--- config.mk ---
export PLATFORM = sky130hd
export DESIGN_NAME = tmcw_cursor
export DESIGN_NICKNAME = d
export VERILOG_FILES = /design/src/tmcw_pkg.sv /design/src/tmcw_cursor.sv
export SDC_FILE = /design/constraint.sdc
export NUM_CORES = 1
export LEC_CHECK = 0
export ABC_CLOCK_PERIOD_IN_PS = 9500
export BUFFER_PORTS_ARGS = -buffer_cell sky130_fd_sc_hd__clkbuf_2
export CAP_MARGIN = 25
export CORE_ASPECT_RATIO = 1.2
export CORE_MARGIN = 3
export CORE_UTILIZATION = 25
export DETAILED_ROUTE_END_ITERATION = 6
export PLACE_DENSITY = 0.52
export REMOVE_ABC_BUFFERS = 1
export SETUP_SLACK_MARGIN = 0.5
export SYNTH_ARGS = -nofsm -noshare
export SYNTH_HDL_FRONTEND = slang
export SYNTH_SLANG_ARGS = --single-unit
--- constraint.sdc ---
create_clock -name vclk -period 9.5
set_clock_uncertainty 0.05 [all_clocks]
set_input_delay 1.9 -clock vclk [all_inputs]
set_output_delay 1.9 -clock vclk [all_outputs]
set_load 0.005 [all_outputs]
--- src/tmcw_pkg.sv ---
// ----------------------------------------------------------------------------
// tmcw_pkg
// Shared codes, widths and types of the text mode console writer.
// ----------------------------------------------------------------------------
package tmcw_pkg;

  localparam int ROW_W   = 5;
  localparam int COL_W   = 7;
  localparam int PHASE_W = 4;
  localparam int CHAR_W  = 8;
  localparam int ATTR_W  = 8;
  localparam int CELL_W  = ATTR_W + CHAR_W;

  localparam logic [1:0] MODE_WRITE = 2'd0;
  localparam logic [1:0] MODE_CLEAR = 2'd1;
  localparam logic [1:0] MODE_READ  = 2'd2;

  localparam logic [1:0] REG_COLUMNS   = 2'd0;
  localparam logic [1:0] REG_ROWS      = 2'd1;
  localparam logic [1:0] REG_SCROLL    = 2'd2;
  localparam logic [1:0] REG_ATTRIBUTE = 2'd3;

  localparam logic [CHAR_W-1:0] CHAR_TAB   = 8'h09;
  localparam logic [CHAR_W-1:0] CHAR_LF    = 8'h0A;
  localparam logic [CHAR_W-1:0] CHAR_VT    = 8'h0B;
  localparam logic [CHAR_W-1:0] CHAR_FF    = 8'h0C;
  localparam logic [CHAR_W-1:0] CHAR_CR    = 8'h0D;
  localparam logic [CHAR_W-1:0] CHAR_BLANK = 8'h20;

  typedef struct packed {
    logic [ROW_W-1:0]   row;
    logic [COL_W-1:0]   col;
    logic [PHASE_W-1:0] phase;
    logic [CHAR_W-1:0]  char_code;
    logic [COL_W-1:0]   cols;
    logic [ROW_W-1:0]   rows;
    logic               scroll_en;
  } cursor_in_t;

  typedef struct packed {
    logic [ROW_W-1:0]   row;
    logic [COL_W-1:0]   col;
    logic [PHASE_W-1:0] phase;
    logic               put;
    logic               scroll;
  } cursor_out_t;

endpackage

--- src/tmcw_cursor.sv ---
// ----------------------------------------------------------------------------
// tmcw_cursor
// Cursor update for one character byte: control codes, advance and bounds.
// ----------------------------------------------------------------------------
module tmcw_cursor import tmcw_pkg::*; #(
  parameter int TAB_STOP = 8
) (
  input  cursor_in_t  cur_in,
  output cursor_out_t cur_out
);

  localparam int RX_W = ROW_W + 1;
  localparam int CX_W = COL_W + 1;

  logic [RX_W-1:0]    r;
  logic [CX_W-1:0]    c;
  logic [PHASE_W-1:0] ph;
  logic               chk;
  logic               put;
  logic               scr;

  always_comb begin
    r   = {1'b0, cur_in.row};
    c   = {1'b0, cur_in.col};
    ph  = cur_in.phase;
    chk = 1'b1;
    put = 1'b0;
    scr = 1'b0;
    unique case (cur_in.char_code)
      CHAR_LF: begin
        r  = r + RX_W'(1);
        c  = '0;
        ph = '0;
      end
      CHAR_VT, CHAR_FF: begin
        r = r + RX_W'(1);
      end
      CHAR_CR: begin
        c   = '0;
        ph  = '0;
        chk = 1'b0;
      end
      CHAR_TAB: begin
        c  = c + CX_W'(TAB_STOP) - CX_W'(ph);
        ph = '0;
      end
      default: begin
        put = 1'b1;
        c   = c + CX_W'(1);
        ph  = (ph == PHASE_W'(TAB_STOP - 1)) ? '0 : ph + PHASE_W'(1);
      end
    endcase
    if (chk) begin
      if (c >= {1'b0, cur_in.cols}) begin
        r  = r + RX_W'(1);
        c  = '0;
        ph = '0;
      end
      if (r >= {1'b0, cur_in.rows}) begin
        if (cur_in.scroll_en) begin
          r   = {1'b0, cur_in.rows - ROW_W'(1)};
          scr = 1'b1;
        end else begin
          r = '0;
        end
      end
    end
  end

  assign cur_out.row    = r[ROW_W-1:0];
  assign cur_out.col    = c[COL_W-1:0];
  assign cur_out.phase  = ph;
  assign cur_out.put    = put;
  assign cur_out.scroll = scr;

endmodule

# After elaboration in Yosys (flattened, before gate mapping)
# Cells that the tools add are included.
# word_totals
word_cells,37
ff_bits,0
in_bits,37
# classes
addsub,7
reduce_logical,5
n_lt_le_gt_ge,2
n_mux,17
eq_ne,6
# op_table
operator,count
== test 8 x 4 -> 1 bit (second input constant),5
one-hot mux 8 bit (3 select lines),1
two-way mux 6 bit,3
two-way mux 5 bit,3
two-way mux 7 bit,2
two-way mux 4 bit,3
adder 7 x 1 -> 8 bit (second input constant),1
adder 7 x 4 -> 8 bit (second input constant),1
>= comparator 8 x 7 -> 1 bit,1
one-hot mux 4 bit (2 select lines),1
subtractor 8 x 4 -> 8 bit,1
adder 5 x 1 -> 6 bit (second input constant),1
adder 6 x 1 -> 6 bit (second input constant),1
>= comparator 6 x 5 -> 1 bit,1
OR reduction 3 bit,2
OR reduction 5 bit,1
subtractor 5 x 1 -> 5 bit (second input constant),1
adder 4 x 1 -> 4 bit (second input constant),1
== test 4 x 3 -> 1 bit (second input constant),1
two-way mux 1 bit,4
OR reduction 2 bit,2

# Longest topological paths before layout
# depth
ltp_word,9
mapped_depth,27

# Least setup slack after synthesis
# No wires, ideal clock.
# synth_timing
path_kind,input to output
start,in cur_in[22] (netlist name)
end,out cur_out[15] (netlist name)
path_slack_ps,1253
path_buffers,1
arrival_ps,6297
stages,24
path_cell_list,inv_1 > ha_1 > ha_1 > fa_1 > a211oi_2 > nor2_1 > nor3_1 > a21oi_1 > o21ai_0 > ha_1 > a2111oi_0 > o31ai_1 > a22oi_2 > nand2_1 > mux2_2 > ha_1 > a21oi_1 > nor2b_1 > o21ai_0 > nand2b_1 > a221oi_2 > buf_4 > mux2i_1 > o22a_1
# synth_rtl
element,line_no,text
from (decl),tmcw_cursor.sv:8,"input cursor_in_t cur_in,"
to (decl),tmcw_cursor.sv:9,output cursor_out_t cur_out

==> results.md <==
- Core Area: 0.00586 mm2
- Area delta synth->final: 30.8%
- Worst VDD drop: 0.0242 mV
- Fmax: 116 MHz
- DRT iter0 DRCs: 72
- WL final: 4560 um
- # DRC: 0
- FFs & Latches: 0
- CP required: 7550 ps
- CP max FO: 6
- Synth top area share: 23.3%
- Area contributors post-synth: ha_1 (23%), inv_1 (6.7%), nor2_1 (5.5%)
- Fill cell count: 665
- Cell Pwr Density: 55.7 mW/mm2
- Final cycle utilization of the critical path: 90.8%
- Headroom to the max-slew limit: 50.8%
- # clk buffers: 0
- Synth Cell Area: 0.00156 mm2
- RD Place Congestion: 0.858
- Initial antenna violation count: 0
- Worst slew pin tran: 739 ps
- P_sw: 58.5 uW
- Combinational share of power: 100.0%
- Vias in the first global route: 1,754
- DP HPWL: 3830 um
- Ys Warns: 0
- Clk pwr share: 0%
- Starting Density: 26.6%
- Syn_area_per_cell: 6.63 um2
- Top-count cell post-synth: ha_1
- Setup TNS: 0 ps
- Post-Synth XOR/XNOR Area: 7.30%
- IO Pins: 55
- Largest family of logic cells by synthesized area: compound AO/OA/AOI/OAI gates
- Data arrival time of the worst path: 6670 ps
- Final Hold Violating Endpoints: 0
- First-pass GRT wire length: 7550 um
- Hold path cells: 4
- Simple-gate area share of the yosys netlist: 28.2%
- Post-synth cell types: 49
- Hold_sp: cur_in[23]
- Largest net degree at the start of global routing: 12
- GRT Util Overall: 12.1%
- Die W: 78.1 um
- Pins Over Slew Limit: 0
- Mapped Cells: 235
- RSZ-0062 raised after global routing: no
- WHS Endpoint: cur_out[4]
- Flop pwr share: 0%
- Via count: 1,833
- Post-synthesis mux area share: 2.01%
- Gr ovfl total: 0
- Critical path launch point type: input port
- Height of the chip: 92.5 um
- Final Cell Area: 0.00204 mm2
- Worst Setup End Kind: output pin
- Die area: 0.00722 mm2
- Placement Cell Area: 0.00192 mm2
- Hold/Removal Path Class: input port to output pin
- Int Pwr: 55.0 uW
- Post-synth top cells: ha_1 (29), inv_1 (28), nor2_1 (23)
- # port buffers: 55
- Final setup vio count: 0
- Switching part of the total: 51.5%
- Adder-cell share of the synthesized area: 24.6%
- Routed Antenna Nets: 0
- Drt wl/cell: 12.2 um
- Fraction of the mapped netlist area in compound gates: 28.6%
- Sequential fraction of the synthesis area: 0%
- Largest area contributor in the synthesized netlist: ha_1
- Pre-antenna DRT Iters: 4
- Vias per cell: 4.93
- Status: finished clean
- Max-cap violations: 0
- Final-stage net count: 361
- Share of layout cells above drive strength 1: 27.7%
- Crit path kind: input port to output pin
- Min cycle time layout: 8620 ps
- Rows: 30
- Static leakage: 1.01 nW
- Antenna cells: 0
- Register area: 0 um2
## layout by cell type, fill, tap and decap left out, drive strengths merged, types with 3 or more instances in the layout
master | Yosys | layout
xor2 | 5 | 5
a211oi | 3 | 3
ha | 29 | 29
o21ai | 18 | 18
a21o | 3 | 3
and2 | 4 | 4
buf | 4 | 7
o21bai | 3 | 3
or3 | 4 | 4
a22oi | 3 | 3
and3 | 3 | 3
nand2b | 5 | 5
nand2 | 19 | 19
nand3 | 11 | 11
nor2 | 23 | 23
a21boi | 3 | 3
nor3 | 10 | 10
a21oi | 15 | 15
inv | 28 | 28
xnor2 | 8 | 8
clkbuf | 2 | 55
nor2b | 3 | 3
## cell families after synthesis
group                    Yosys count
buffers and inverters             35
AO/OA/AOI/OAI                     66
AND/OR/NAND/NOR                   88
multiplexers                       3
XOR/XNOR                          13
adder cells (fa/ha/maj)           30
## layer usage
| layer | wire, um | global-route usage, % | up-vias |
|---|---|---|---|
| met3 | 239 | 0.778 | 4 |
| met5 | 0 | 0 | - |
| met2 | 2250 | 22.4 | 53 |
| li1 | - | - | 958 |
| met4 | 39 | 0.437 | 0 |
| met1 | 2030 | 16.1 | 818 |
## worst max-delay path by stage
stage	start	end	slack [ps]	cells after the start
floorplan	cur_in[22]	cur_out[16]	1050	23
global placement	cur_in[22]	cur_out[15]	380	27
detailed placement	cur_in[22]	cur_out[15]	280	27
CTS	cur_in[22]	cur_out[15]	540	26
global route	cur_in[22]	cur_out[15]	490	26
finish	cur_in[22]	cur_out[15]	880	26
## worst max-delay path, stage by stage
cell       delay (ps)
clkbuf_2          110
inv_1              50
ha_1              290
ha_2              200
fa_2              400
a211oi_2          280
nor2_1            100
nor3_2            180
a21oi_1            50
o21ai_1           120
ha_1              300
a2111oi_4         310
o31ai_2           120
a22oi_2           210
nand2_4           100
mux2_2            300
ha_1              270
a21oi_1           130
nor2b_1            60
o21ai_1           120
nand2b_1          120
a221oi_4          340
buf_6             160
mux2i_1           170
o22a_1            160
clkbuf_2          110
## timing repair
| item | CTS | global route |
|---|---|---|
| hold buffers | 0 | 0 |
| pin swaps | 1 | 5 |
| endpoints found under the setup margin | 5 | 6 |
| endpoints found under the hold margin | 0 | 0 |
| setup buffers | 1 | 4 |
| resized for setup | 2 | 16 |
## stage by stage
stage	total power, mW	hold WS (ps)	cells	util [%]	worst slack [ps]
finish	0.114	4110	372	34.8	876
global route	0.129	4140	372	34.8	489
CTS	0.104	4110	368	33.1	541
detailed placement	0.101	4110	367	32.8	281
global placement	0.100	4100	367	32.8	379
floorplan	0.0638	3870	229	-	1050
## power groups by stage
stage                     clock, mW  sequential [mW]  combinational, mW
after floorplan                   0                0             0.0638
after global placement            0                0              0.100
after detailed placement          0                0              0.101
after CTS                         0                0              0.104
after global routing              0                0              0.129
final                             0                0              0.114
## final cells by class
class / instances / area, um2 / share of cell area [%]
inverters: 29 / 109 / 5.34
repair buffers: 63 / 348 / 17.1
well taps: 80 / 100 / 4.91
multi-input cells: 200 / 1480 / 72.7
Note: power is estimated with default switching activity, not from simulation.
